`src/rtl/rph_pkg.sv`:
```
// Shared types, constants and palette table for the radar palette histogram.
package rph_pkg;

  localparam int unsigned NUM_BINS   = 16;
  localparam int unsigned BIN_W      = 4;
  localparam int unsigned COUNT_W    = 17;
  localparam int unsigned PIX_W      = 8;
  localparam int unsigned CFG_IDX_W  = 1;

  localparam logic [BIN_W-1:0]   UNMATCHED_BIN = 4'd0;
  localparam logic [BIN_W-1:0]   LAST_LEVEL    = 4'd15;
  localparam logic [COUNT_W-1:0] COUNT_MAX     = 17'h1FFFF;

  localparam logic [CFG_IDX_W-1:0] CFG_ROW_START = 1'd0;
  localparam logic [CFG_IDX_W-1:0] CFG_ROW_STOP  = 1'd1;

  localparam logic [PIX_W-1:0] ROW_START_RST = 8'd8;
  localparam logic [PIX_W-1:0] ROW_STOP_RST  = 8'd249;

  // Palette colors packed as {blue, green, red}; entry 0 is transparent black.
  localparam logic [3*PIX_W-1:0] PALETTE [NUM_BINS] = '{
    24'h000000, 24'hFFF5F5, 24'hFFB4B4, 24'hFF7878,
    24'hFF1414, 24'hC3D800, 24'h909600, 24'h666600,
    24'h00FFFF, 24'h00C8FF, 24'h0096FF, 24'h0064FF,
    24'h0000FF, 24'h0000C8, 24'h000078, 24'h000028
  };

  typedef enum logic [1:0] {
    RO_IDLE,
    RO_DRAIN,
    RO_UNM,
    RO_LEVELS
  } ro_state_t;

  typedef struct packed {
    logic             active;
    logic [BIN_W-1:0] addr;
    logic             clear;
  } ro_ctl_t;

endpackage

```
`src/rtl/radar_palette_histogram_top.sv`:
```
// Top level of the radar palette histogram: window registers, update stage and units.
//
//  channel | ports                                          | handshake
//  --------+------------------------------------------------+-----------------------------
//  pixel   | in_blue in_green in_red in_row in_last_pixel   | start & !busy
//  result  | out_level out_count out_unmatched out_last     | out_valid, one cycle each
//  config  | cfg_we cfg_addr cfg_wdata                      | cfg_we, written at once
//
// One pixel transfer per cycle while busy is low; the count memory is read as the
// pixel is taken and written back in the next cycle, with forwarding for the same bin
// in adjacent pixels. A last pixel holds busy while its own update finishes and the
// unmatched bin is read, then while levels 1 to 15 are read from the single memory
// read port. Results are registered, and the final one overlaps the first free cycle.
// Synchronous reset clears the control state and marks every bin as zero.
// Results cannot be stalled.
module radar_palette_histogram_top
  import rph_pkg::*;
(
  input  logic                 clk,
  input  logic                 rst_n,
  input  logic                 start,
  output logic                 busy,
  input  logic [PIX_W-1:0]     in_blue,
  input  logic [PIX_W-1:0]     in_green,
  input  logic [PIX_W-1:0]     in_red,
  input  logic [PIX_W-1:0]     in_row,
  input  logic                 in_last_pixel,
  output logic                 out_valid,
  output logic [BIN_W-1:0]     out_level,
  output logic [COUNT_W-1:0]   out_count,
  output logic [COUNT_W-1:0]   out_unmatched,
  output logic                 out_last,
  input  logic                 cfg_we,
  input  logic [CFG_IDX_W-1:0] cfg_addr,
  input  logic [PIX_W-1:0]     cfg_wdata
);

  logic [PIX_W-1:0]   row_start_r;
  logic [PIX_W-1:0]   row_stop_r;
  logic [BIN_W-1:0]   cls_bin;
  logic               cls_hit;
  logic               accept;
  logic               p_valid_r;
  logic               p_hit_r;
  logic [BIN_W-1:0]   p_bin_r;
  logic [COUNT_W-1:0] rd_data;
  logic               wr_en;
  logic [COUNT_W-1:0] wr_data;
  logic [BIN_W-1:0]   rd_addr;
  ro_ctl_t            ro_ctl;

  assign accept = start && !busy;

  always_ff @(posedge clk) begin
    if (!rst_n) begin
      row_start_r <= ROW_START_RST;
      row_stop_r  <= ROW_STOP_RST;
    end else if (cfg_we) begin
      case (cfg_addr)
        CFG_ROW_START: row_start_r <= cfg_wdata;
        CFG_ROW_STOP:  row_stop_r  <= cfg_wdata;
        default:       row_start_r <= row_start_r;
      endcase
    end
  end

  rph_classify u_classify (
    .blue      (in_blue),
    .green     (in_green),
    .red       (in_red),
    .row       (in_row),
    .row_start (row_start_r),
    .row_stop  (row_stop_r),
    .bin       (cls_bin),
    .hit       (cls_hit)
  );

  always_ff @(posedge clk) begin
    if (!rst_n) begin
      p_valid_r <= 1'b0;
    end else begin
      p_valid_r <= accept;
    end
  end

  always_ff @(posedge clk) begin
    p_hit_r <= cls_hit;
    p_bin_r <= cls_bin;
  end

  // Saturating increment of the bin read for the previous pixel.
  assign wr_en   = p_valid_r && p_hit_r && (rd_data != COUNT_MAX);
  assign wr_data = rd_data + 17'd1;
  assign rd_addr = ro_ctl.active ? ro_ctl.addr : cls_bin;

  rph_store u_store (
    .clk     (clk),
    .rst_n   (rst_n),
    .wr_en   (wr_en),
    .wr_addr (p_bin_r),
    .wr_data (wr_data),
    .rd_addr (rd_addr),
    .clear   (ro_ctl.clear),
    .rd_data (rd_data)
  );

  rph_readout u_readout (
    .clk           (clk),
    .rst_n         (rst_n),
    .go            (accept && in_last_pixel),
    .rd_data       (rd_data),
    .ctl           (ro_ctl),
    .busy          (busy),
    .out_valid     (out_valid),
    .out_level     (out_level),
    .out_count     (out_count),
    .out_unmatched (out_unmatched),
    .out_last      (out_last)
  );

  a_last_starts_readout: assert property (@(posedge clk) disable iff (!rst_n)
    accept && in_last_pixel |=> busy)
    else $error("last pixel did not start a readout");

  a_levels_in_order: assert property (@(posedge clk) disable iff (!rst_n)
    out_valid && !out_last |=> out_valid && (out_level == $past(out_level) + 4'd1))
    else $error("readout results not consecutive");

  // The final result shares its cycle with the first cycle that can take a pixel.
  a_readout_ends: assert property (@(posedge clk) disable iff (!rst_n)
    out_valid && out_last |-> !busy ##1 !out_valid)
    else $error("readout did not end after the final level");

  a_no_update_in_readout: assert property (@(posedge clk) disable iff (!rst_n)
    wr_en |-> p_valid_r && !ro_ctl.clear)
    else $error("count write outside a pixel update");

endmodule

```
`src/rtl/rph_classify.sv`:
```
// Palette matcher and row window test for one pixel.
module rph_classify
  import rph_pkg::*;
(
  input  logic [PIX_W-1:0] blue,
  input  logic [PIX_W-1:0] green,
  input  logic [PIX_W-1:0] red,
  input  logic [PIX_W-1:0] row,
  input  logic [PIX_W-1:0] row_start,
  input  logic [PIX_W-1:0] row_stop,
  output logic [BIN_W-1:0] bin,
  output logic             hit
);

  logic             matched;
  logic [BIN_W-1:0] lvl;
  logic             in_win;

  always_comb begin
    matched = 1'b0;
    lvl     = UNMATCHED_BIN;
    // Walk downward so the lowest matching level wins.
    for (int i = NUM_BINS - 1; i >= 0; i--) begin
      if (PALETTE[i] == {blue, green, red}) begin
        matched = 1'b1;
        lvl     = BIN_W'(i);
      end
    end
  end

  assign in_win = (row >= row_start) && (row <= row_stop);
  assign bin    = matched ? lvl : UNMATCHED_BIN;
  // Black is transparent and never tallied.
  assign hit    = in_win && (!matched || (lvl != UNMATCHED_BIN));

endmodule

```
`src/rtl/rph_store.sv`:
```
// Count memory with per-entry valid bits and write-to-read forwarding.
module rph_store
  import rph_pkg::*;
(
  input  logic               clk,
  input  logic               rst_n,
  input  logic               wr_en,
  input  logic [BIN_W-1:0]   wr_addr,
  input  logic [COUNT_W-1:0] wr_data,
  input  logic [BIN_W-1:0]   rd_addr,
  input  logic               clear,
  output logic [COUNT_W-1:0] rd_data
);

  logic [COUNT_W-1:0] mem [NUM_BINS];
  logic [NUM_BINS-1:0] valid_r;
  logic [COUNT_W-1:0] mem_q_r;
  logic [COUNT_W-1:0] fwd_data_r;
  logic               fwd_r;
  logic               rd_vld_r;
  logic               same;

  assign same = wr_en && (wr_addr == rd_addr);

  always_ff @(posedge clk) begin
    if (wr_en) begin
      mem[wr_addr] <= wr_data;
    end
    mem_q_r    <= mem[rd_addr];
    fwd_data_r <= wr_data;
  end

  always_ff @(posedge clk) begin
    if (!rst_n) begin
      valid_r  <= '0;
      fwd_r    <= 1'b0;
      rd_vld_r <= 1'b0;
    end else begin
      // A read in the same cycle as a write to that entry sees the new value.
      fwd_r    <= same;
      rd_vld_r <= !clear && (valid_r[rd_addr] || same);
      if (clear) begin
        valid_r <= '0;
      end else if (wr_en) begin
        valid_r[wr_addr] <= 1'b1;
      end
    end
  end

  assign rd_data = fwd_r ? fwd_data_r : (rd_vld_r ? mem_q_r : '0);

endmodule

```
`src/rtl/rph_readout.sv`:
```
// Readout sequencer: drains the last update, then reports all levels.
module rph_readout
  import rph_pkg::*;
(
  input  logic               clk,
  input  logic               rst_n,
  input  logic               go,
  input  logic [COUNT_W-1:0] rd_data,
  output ro_ctl_t            ctl,
  output logic               busy,
  output logic               out_valid,
  output logic [BIN_W-1:0]   out_level,
  output logic [COUNT_W-1:0] out_count,
  output logic [COUNT_W-1:0] out_unmatched,
  output logic               out_last
);

  ro_state_t          state_r, state_nxt;
  logic [BIN_W-1:0]   ptr_r, ptr_nxt;
  logic [COUNT_W-1:0] unm_r;
  logic               out_valid_r;
  logic [BIN_W-1:0]   out_level_r;
  logic [COUNT_W-1:0] out_count_r;
  logic [COUNT_W-1:0] out_unm_r;
  logic               out_last_r;

  always_comb begin
    state_nxt = state_r;
    case (state_r)
      RO_IDLE:   if (go) state_nxt = RO_DRAIN;
      RO_DRAIN:  state_nxt = RO_UNM;
      RO_UNM:    state_nxt = RO_LEVELS;
      RO_LEVELS: if (ptr_r == LAST_LEVEL) state_nxt = RO_IDLE;
      default:   state_nxt = RO_IDLE;
    endcase
  end

  always_comb begin
    busy       = 1'b1;
    ctl.active = 1'b1;
    ctl.clear  = 1'b0;
    ctl.addr   = ptr_r + 4'd1;
    ptr_nxt    = ptr_r;
    case (state_r)
      RO_IDLE: begin
        busy       = 1'b0;
        ctl.active = 1'b0;
      end
      RO_DRAIN: begin
        // The unmatched read overlaps the final pixel's write; the store forwards it.
        ctl.addr = UNMATCHED_BIN;
      end
      RO_UNM: begin
        ctl.addr = 4'd1;
        ptr_nxt  = 4'd1;
      end
      RO_LEVELS: begin
        ptr_nxt   = ptr_r + 4'd1;
        ctl.clear = (ptr_r == LAST_LEVEL);
      end
      default: begin
        busy = 1'b1;
      end
    endcase
  end

  always_ff @(posedge clk) begin
    if (!rst_n) begin
      state_r     <= RO_IDLE;
      out_valid_r <= 1'b0;
    end else begin
      state_r     <= state_nxt;
      out_valid_r <= (state_r == RO_LEVELS);
    end
  end

  always_ff @(posedge clk) begin
    ptr_r       <= ptr_nxt;
    out_level_r <= ptr_r;
    out_count_r <= rd_data;
    out_unm_r   <= unm_r;
    out_last_r  <= (ptr_r == LAST_LEVEL);
    if (state_r == RO_UNM) begin
      unm_r <= rd_data;
    end
  end

  assign out_valid     = out_valid_r;
  assign out_level     = out_level_r;
  assign out_count     = out_count_r;
  assign out_unmatched = out_unm_r;
  assign out_last      = out_last_r;

endmodule

```
`config.mk`:
```
export PLATFORM = sky130hd
export DESIGN_NAME = radar_palette_histogram_top
export DESIGN_NICKNAME = d
export VERILOG_FILES = /design/src/rtl/rph_pkg.sv /design/src/rtl/radar_palette_histogram_top.sv /design/src/rtl/rph_classify.sv /design/src/rtl/rph_store.sv /design/src/rtl/rph_readout.sv
export SDC_FILE = /design/constraint.sdc
export NUM_CORES = 1
export LEC_CHECK = 0
export BUFFER_PORTS_ARGS = -buffer_cell sky130_fd_sc_hd__buf_4
export CAP_MARGIN = 20
export CORE_MARGIN = 4
export CORE_UTILIZATION = 55
export CTS_BUF_LIST = sky130_fd_sc_hd__clkbuf_8
export CTS_CLUSTER_SIZE = 20
export DETAILED_ROUTE_END_ITERATION = 12
export PLACE_DENSITY_LB_ADDON = 0.2
export SYNTH_ARGS = -nofsm -noshare
export SYNTH_HDL_FRONTEND = slang
export SYNTH_SLANG_ARGS = --single-unit
```
`constraint.sdc`:
```
create_clock -name clk -period 4.9 [get_ports clk]
set_input_delay 0.245 -clock clk [delete_from_list [all_inputs] [get_ports clk]]
set_output_delay 0.245 -clock clk [all_outputs]
set_load 0.02 [all_outputs]
```
==> results of run 1 <==
[where the power goes]
part           switching [uW]  total [uW]  leakage, uW  internal [uW]
registers                 108        4150      0.00364           4040
logic                    1800        2880      0.00270           1080
clock network            1250        2670     0.000701           1410
[Yosys cell counts (5+ instances only)]
master / instances
a22o_1: 7
a221o_1: 18
inv_1: 34
edfxtp_1: 293
nand2b_1: 5
nor3_1: 14
mux2i_1: 43
and4_1: 7
buf_2: 27
o211ai_1: 6
nor2_1: 72
and3_1: 37
a21boi_0: 9
nor2b_1: 5
a21o_1: 13
nand4_1: 13
or3_1: 5
a21oi_1: 8
nand3_1: 19
o32ai_1: 18
clkbuf_1: 25
and2_1: 42
ha_1: 22
a211oi_1: 36
dfxtp_1: 116
a31oi_1: 35
xnor2_1: 13
mux2_2: 17
xor2_1: 5
buf_4: 7
nor4_1: 6
nand2_1: 188
o21ai_0: 12
a22oi_1: 11
[worst max-delay path: cells and delay by family (launching register included)]
kind | cells | cell delay (ns)
buffers and inverters | 3 | 0.45
AO/OA/AOI/OAI | 1 | 0.22
AND/OR/NAND/NOR | 7 | 2.11
adder cells (fa/ha/maj) | 2 | 0.46
flip-flops | 1 | 0.33
[through the flow]
step	hold slack, ns	cells	total power, uW	instance area, um2
after floorplan	0.3233	1239	6162	16290
after global placement	0.3237	1694	7015	17530
after detailed placement	0.3269	1694	7049	17530
after CTS	0.03405	1823	9710	18900
after global routing	0.07037	1824	10130	18920
final	0.06744	1824	9687	18920
[sequential cells by signal (all words and copies together), names as in the netlist, 8 cells and up]
register / count
row_start_r: 8
u_readout.out_count: 17
u_store.mem: 272
row_stop_r: 8
u_store.mem_q_r: 17
u_store.fwd_data_r: 17
u_readout.out_unmatched: 17
u_readout.unm_r: 17
u_store.valid_r: 16
[cell usage in the layout (no fill, tap or decap), drive strengths merged, types with 4 or more instances in the layout]
master         n
edfxtp       293
nand2        188
buf          132
dfxtp        116
nor2          74
clkbuf        67
inv           58
mux2i         43
and2          43
a211oi        38
and3          37
a31oi         35
ha            22
nand3         19
o32ai         18
a221o         18
mux2          18
dlygate4sd3   17
clkinv        16
nor3          15
o21ai         14
nand4         13
xnor2         13
a21o          13
a22oi         11
a21oi         10
a21boi         9
nor4           9
a22o           7
and4           7
o211ai         6
nor2b          5
nand2b         5
or3            5
xor2           5
or2            4
nor4bb         4
[worst paths after layout]
check | start | to | slack, ns | cells past startpoint
worst max register to register | u_store.rd_vld_r | u_store.mem[2][8] | 0.95 | 13
worst max-delay path | u_store.rd_vld_r | u_store.mem[2][8] | 0.95 | 13
worst min register to register | u_readout.unm_r[5] | u_readout.out_unmatched[5] | 0.33 | 0
worst min-delay path | in_row[7] | p_hit_r | 0.07 | 4
[routing by layer]
layer	wire length, um	GRT usage	vias up
met5	0	0	-
met4	1396	0.08863	0
met3	3149	0.04481	92
met2	17810	0.3679	426
met1	15920	0.3168	5115
li1	-	-	4930
[area by class of cell]
| type | count | area, um2 |
|---|---|---|
| Sequential cell | 409 | 11120 |
| Fill cell | 2130 | 10020 |
| Multi-Input combinational cell | 736 | 4810 |
| Timing Repair Buffer | 149 | 1177 |
| Clock buffer | 67 | 922.1 |
| Tap cell | 384 | 480.5 |
| Clock inverter | 45 | 277.8 |
| Inverter | 34 | 127.6 |
[timing repair]
item / 4_1_cts / 5_1_grt
setup buffers: 0 / 0
hold endpoints to repair: 19 / 0
hold buffers: 17 / 0
[cells by family after synthesis]
group	after synthesis	share of synthesized area
compound gates	192	0.09063
xor+xnor	18	0.009677
fa+ha+maj	22	0.01690
buf+inv	94	0.02581
flops	409	0.6826
mux	61	0.03886
simple gates	443	0.1355
==> results.py, run 1 <==
metrics = {
    "clocking": {
        "cts.sinks": 409,
        "worstSkewPairLatency_ns": 0.61,
        "cts-buffers-inserted": 60,
        "cts_tree": "done",
        "clock_path_buffers": 3,
        "h-tree-depth": 2,
        "postCtsResizedCells": 0,
        "cts.root.buffer_cell": "clkbuf_8",
        "worst_setup_hold_path_clk_slew_ns": 0.06,
    },
    "grt": {
        "gr-total-overflow": 0,
        "grt_util_all_layers": 0.2304,
        "grt_pass1_vias": 10490,
        "largest_net_degree_at_the_start_of_global_routing": 90,
        "number_of_antenna_violations_at_the_first_check_in_global_routing": 0,
        "grt_pass1_wl_um": 58760,
    },
    "floorplan": {
        "boundary_pins": 87,
        "die_w_um": 180.1,
        "coreArea_um2": 28940,
        "fp-row-count": 62,
        "die-height_um": 180.1,
        "initial_core_util": 0.5630,
        "fp.dieArea_um2": 32440,
    },
    "setup_path": {
        "start_kind": "flip-flop",
        "worst_ep_arrival_time_ns": 4.15,
        "cp_cell_sequence": "nor2b_1 -> buf_4 -> a22oi_1 -> inv_1 -> ha_1 -> and2_0 -> buf_4 -> nand2_1 -> nor3_1 -> ha_1 -> or2_2 -> or3_1 -> nor2_2",
        "crit_path_end_kind": "flip-flop",
        "critPathRequiredTime_ns": 5.11,
        "worst_path_largest_cell_delay_ns": 0.85,
        "critical_path_peak_fanout": 18,
        "cp_slowest_cell": "nor2_2",
        "critical_path_start_end_classification": "reg -> reg",
    },
    "layout": {
        "num_antenna_cells": 0,
        "num-nets-final": 1458,
        "proportion_of_layout_cells_with_a_drive_suffix_above_1": 0.1861,
        "flow.area_growth_from_synthesis_pct": 16.11,
        "fin_util": 0.6537,
    },
    "timing": {
        "worst_slew_margin_relative_to_its_limit": 0.2607,
        "timing.setup.tns_ns": 0,
        "fmax_mhz": 253.4,
        "unrepaired_setup_endpoints_after_global_routing": "no",
        "fin_ws_ns": 0.9543,
        "final_period_minus_worst_setup_slack_ns": 3.946,
        "final.setup_skew_ns": 0.03419,
        "final_max_slew_viols": 0,
        "timing_hold_violations_final": 0,
        "timing.final.setup_violations": 0,
        "final.period_utilization": 0.8053,
        "slew_of_the_pin_with_the_lowest_slew_margin_ns": 1.108,
    },
    "logic_synthesis": {
        "yosys_register_bits": 409,
        "portion_of_the_post_synthesis_area_used_by_sequential_elements": 0.6826,
        "synth_cells": 1239,
        "synthesis.area_per_instance_um2": 13.15,
        "synth_top_flop_cell": "edfxtp_1",
        "number_of_enable_flip_flop_cells_after_synthesis": 293,
        "synth_area_leader_cell": "edfxtp_1",
        "synthDominantCellAreaShare": 0.5401,
        "yosys_warnings": 0,
        "yosysUniqueCellTypes": 69,
        "synth.area.top_cells": "edfxtp_1 54%, dfxtp_1 14%, nand2_1 4.3%, mux2i_1 2.6%, ha_1 1.7%",
        "mappedNetlistNets": 1307,
        "synthArstFlopShare": 0,
        "syn-cell-area_um2": 16290,
    },
    "power": {
        "worst_ir_drop_vdd_v": 0.0003954,
        "static-leakage-power_uw": 0.007043,
        "power_density_nw_per_um2": 512.1,
    },
    "run_status": {
        "outcome": "finished, final reports clean",
    },
    "place": {
        "numPortBuffers": 86,
        "globalplace.congestion": 0.8530,
        "dp_slack_ns": 0.9899,
        "hpwlAfterDp_um": 23890,
    },
    "drt": {
        "drc_errors": 0,
        "drt_iter0_markers": 936,
        "number_of_optimization_iterations_in_the_first_detailed_route_pass": 5,
        "drt-wirelength-per-cell_um": 20.99,
        "route.detailed.vias_per_inst": 5.791,
        "ant_nets": 0,
        "vias": 10560,
        "route.final.wire_length_um": 38280,
    },
    "job": {
        "cap_violations": 0,
    },
    "worst_hold_path": {
        "hold_path.class": "in -> reg",
    },
}
No activity file was read; power rests on OpenSTA's default activity.
==> run 2, diff against run 1 <==
==> constraint.sdc (replaced) <==
create_clock -name clk -period 3.3 [get_ports clk]
set_input_delay 0.165 -clock clk [delete_from_list [all_inputs] [get_ports clk]]
set_output_delay 0.165 -clock clk [all_outputs]
set_load 0.02 [all_outputs]
==> results.py, run 2 (synthesis results as in run 1) <==
metrics = {
    "run_status": {
        "outcome": "finished, final reports clean",
    },
    "timing": {
        "unrepaired_setup_endpoints_after_global_routing": "no",
        "timing.final.setup_violations": 0,
        "worst_slew_margin_relative_to_its_limit": 0.4256,
        "worst_case_hold_slack_ns": 0.09401,
        "timing_hold_violations_final": 0,
        "final_period_minus_worst_setup_slack_ns": 3.096,
        "final_max_slew_viols": 0,
        "final.period_utilization": 0.9383,
        "fmax_mhz": 323.0,
        "slew_of_the_pin_with_the_lowest_slew_margin_ns": 0.8554,
        "final.setup_skew_ns": 0.03857,
        "fin_ws_ns": 0.2036,
    },
    "setup_path": {
        "critPathRequiredTime_ns": 3.58,
        "start_kind": "flip-flop",
        "worst_ep_arrival_time_ns": 3.38,
        "critical_path_start_end_classification": "reg -> reg",
        "crit_path_end_kind": "flip-flop",
        "critical_path_peak_fanout": 11,
    },
    "layout": {
        "largest-register": "u_store.mem",
        "layoutNonFillerInstCount": 1867,
        "num-nets-final": 1499,
        "proportion_of_layout_cells_with_a_drive_suffix_above_1": 0.2158,
        "num_antenna_cells": 0,
        "regArea_um2": 11120,
        "nFillCells": 2055,
        "largest_reg_flops": 272,
        "mostFrequentLayoutCells": "293 x edfxtp_1, 187 x nand2_1, 145 x buf_4, 115 x dfxtp_1, 80 x clkbuf_8",
        "total_area_of_multi_input_combinational_cells_um2": 4868,
        "most_common_library_cell_in_the_layout_ignoring_fill_and_taps": "edfxtp_1",
        "flow.area_growth_from_synthesis_pct": 20.18,
    },
    "drt": {
        "route.detailed.vias_per_inst": 5.795,
        "drc_errors": 0,
        "drt-wirelength-per-cell_um": 21.06,
        "drt_iter0_markers": 1164,
        "vias": 10820,
        "route.final.wire_length_um": 39330,
        "ant_nets": 0,
        "number_of_optimization_iterations_in_the_first_detailed_route_pass": 5,
    },
    "power": {
        "static-leakage-power_uw": 0.007335,
        "power_density_nw_per_um2": 760.4,
        "worst_ir_drop_vdd_v": 0.0004691,
    },
    "clocking": {
        "cts-buffers-inserted": 66,
        "worst_setup_hold_path_clk_slew_ns": 0.06,
        "clock_path_buffers": 3,
        "cts_tree": "done",
        "cts.sinks": 409,
        "cts.root.buffer_cell": "clkbuf_8",
        "h-tree-depth": 3,
        "worstSkewPairLatency_ns": 0.59,
    },
    "grt": {
        "gr-total-overflow": 0,
        "grt_util_all_layers": 0.2375,
        "grt_pass1_vias": 10540,
        "largest_net_degree_at_the_start_of_global_routing": 70,
        "number_of_antenna_violations_at_the_first_check_in_global_routing": 0,
        "grt_pass1_wl_um": 60240,
    },
    "floorplan": {
        "coreArea_um2": 28940,
        "fp.dieArea_um2": 32440,
        "die_w_um": 180.1,
        "fp-row-count": 62,
        "initial_core_util": 0.5630,
        "die-height_um": 180.1,
        "boundary_pins": 87,
    },
    "job": {
        "cap_violations": 0,
    },
    "place": {
        "numPortBuffers": 86,
        "dp_slack_ns": 0.003653,
        "globalplace.congestion": 0.8710,
        "hpwlAfterDp_um": 24150,
        "dp.cells": 1726,
    },
    "worst_hold_path": {
        "hold_path.class": "in -> reg",
    },
}
[run 2: layout make-up]
class / count / area share
flip-flops and latches: 409 / 0.5681
multi-input cells: 736 / 0.2487
repair buffers: 184 / 0.08583
clock buffers: 80 / 0.05624
well taps: 384 / 0.02454
clock inverters: 40 / 0.01010
inverters: 34 / 0.006519
[run 2: path summary, 6_finish.rpt]
path / start / to / slack [ns] / cells past startpoint
worst max-delay path: u_store.fwd_r / u_store.mem[0][1] / 0.20 / 11
worst min-delay path: in_last_pixel / u_readout.state_r[1] / 0.09 / 5
worst max register to register: u_store.fwd_r / u_store.mem[0][1] / 0.20 / 11
worst min register to register: u_readout.unm_r[5] / u_readout.out_unmatched[5] / 0.33 / 0
[run 2: worst max-delay path: stages, from the launching register on]
cell and delay, ns:
dfxtp_2 0.45, nor2b_4 0.12, buf_4 0.17, a22oi_1 0.21, inv_1 0.15, nand4_1 0.15, nor3_1 0.10, ha_1 0.22
or2_4 0.27, or3_4 0.43, nor3_4 0.30, buf_12 0.21
[run 2: per-layer routing]
layer | share of wire | wire [um] | track usage
met2 | 0.47 | 18320 | 0.3786
met1 | 0.44 | 17160 | 0.3344
met5 | 0 | 0 | 0
met4 | 0.025 | 993 | 0.07955
met3 | 0.072 | 2849 | 0.04340
[run 2: repair_timing]
item,CTS,global route
hold endpoints to repair,21,0
hold buffers,18,0
gates resized for setup,0,1
buffers inserted,0,0
endpoints found under the setup margin,0,77
[run 2: through the flow]
step	area (um2)	TNS, ns	total power (uW)	util
after floorplan	16370	0	9165	-
after global placement	18010	-0.01584	10660	0.6225
after detailed placement	18070	0	10740	0.6245
after CTS	19550	0	14970	0.6756
after global routing	19580	0	15620	0.6766
final	19580	0	14890	0.6766
[run 2: where the power goes]
| part | internal (uW) | total (uW) | switching, uW |
|---|---|---|---|
| Clock | 2220 | 4200 | 1970 |
| Combinational | 1860 | 4550 | 2690 |
| Sequential | 6000 | 6140 | 141 |
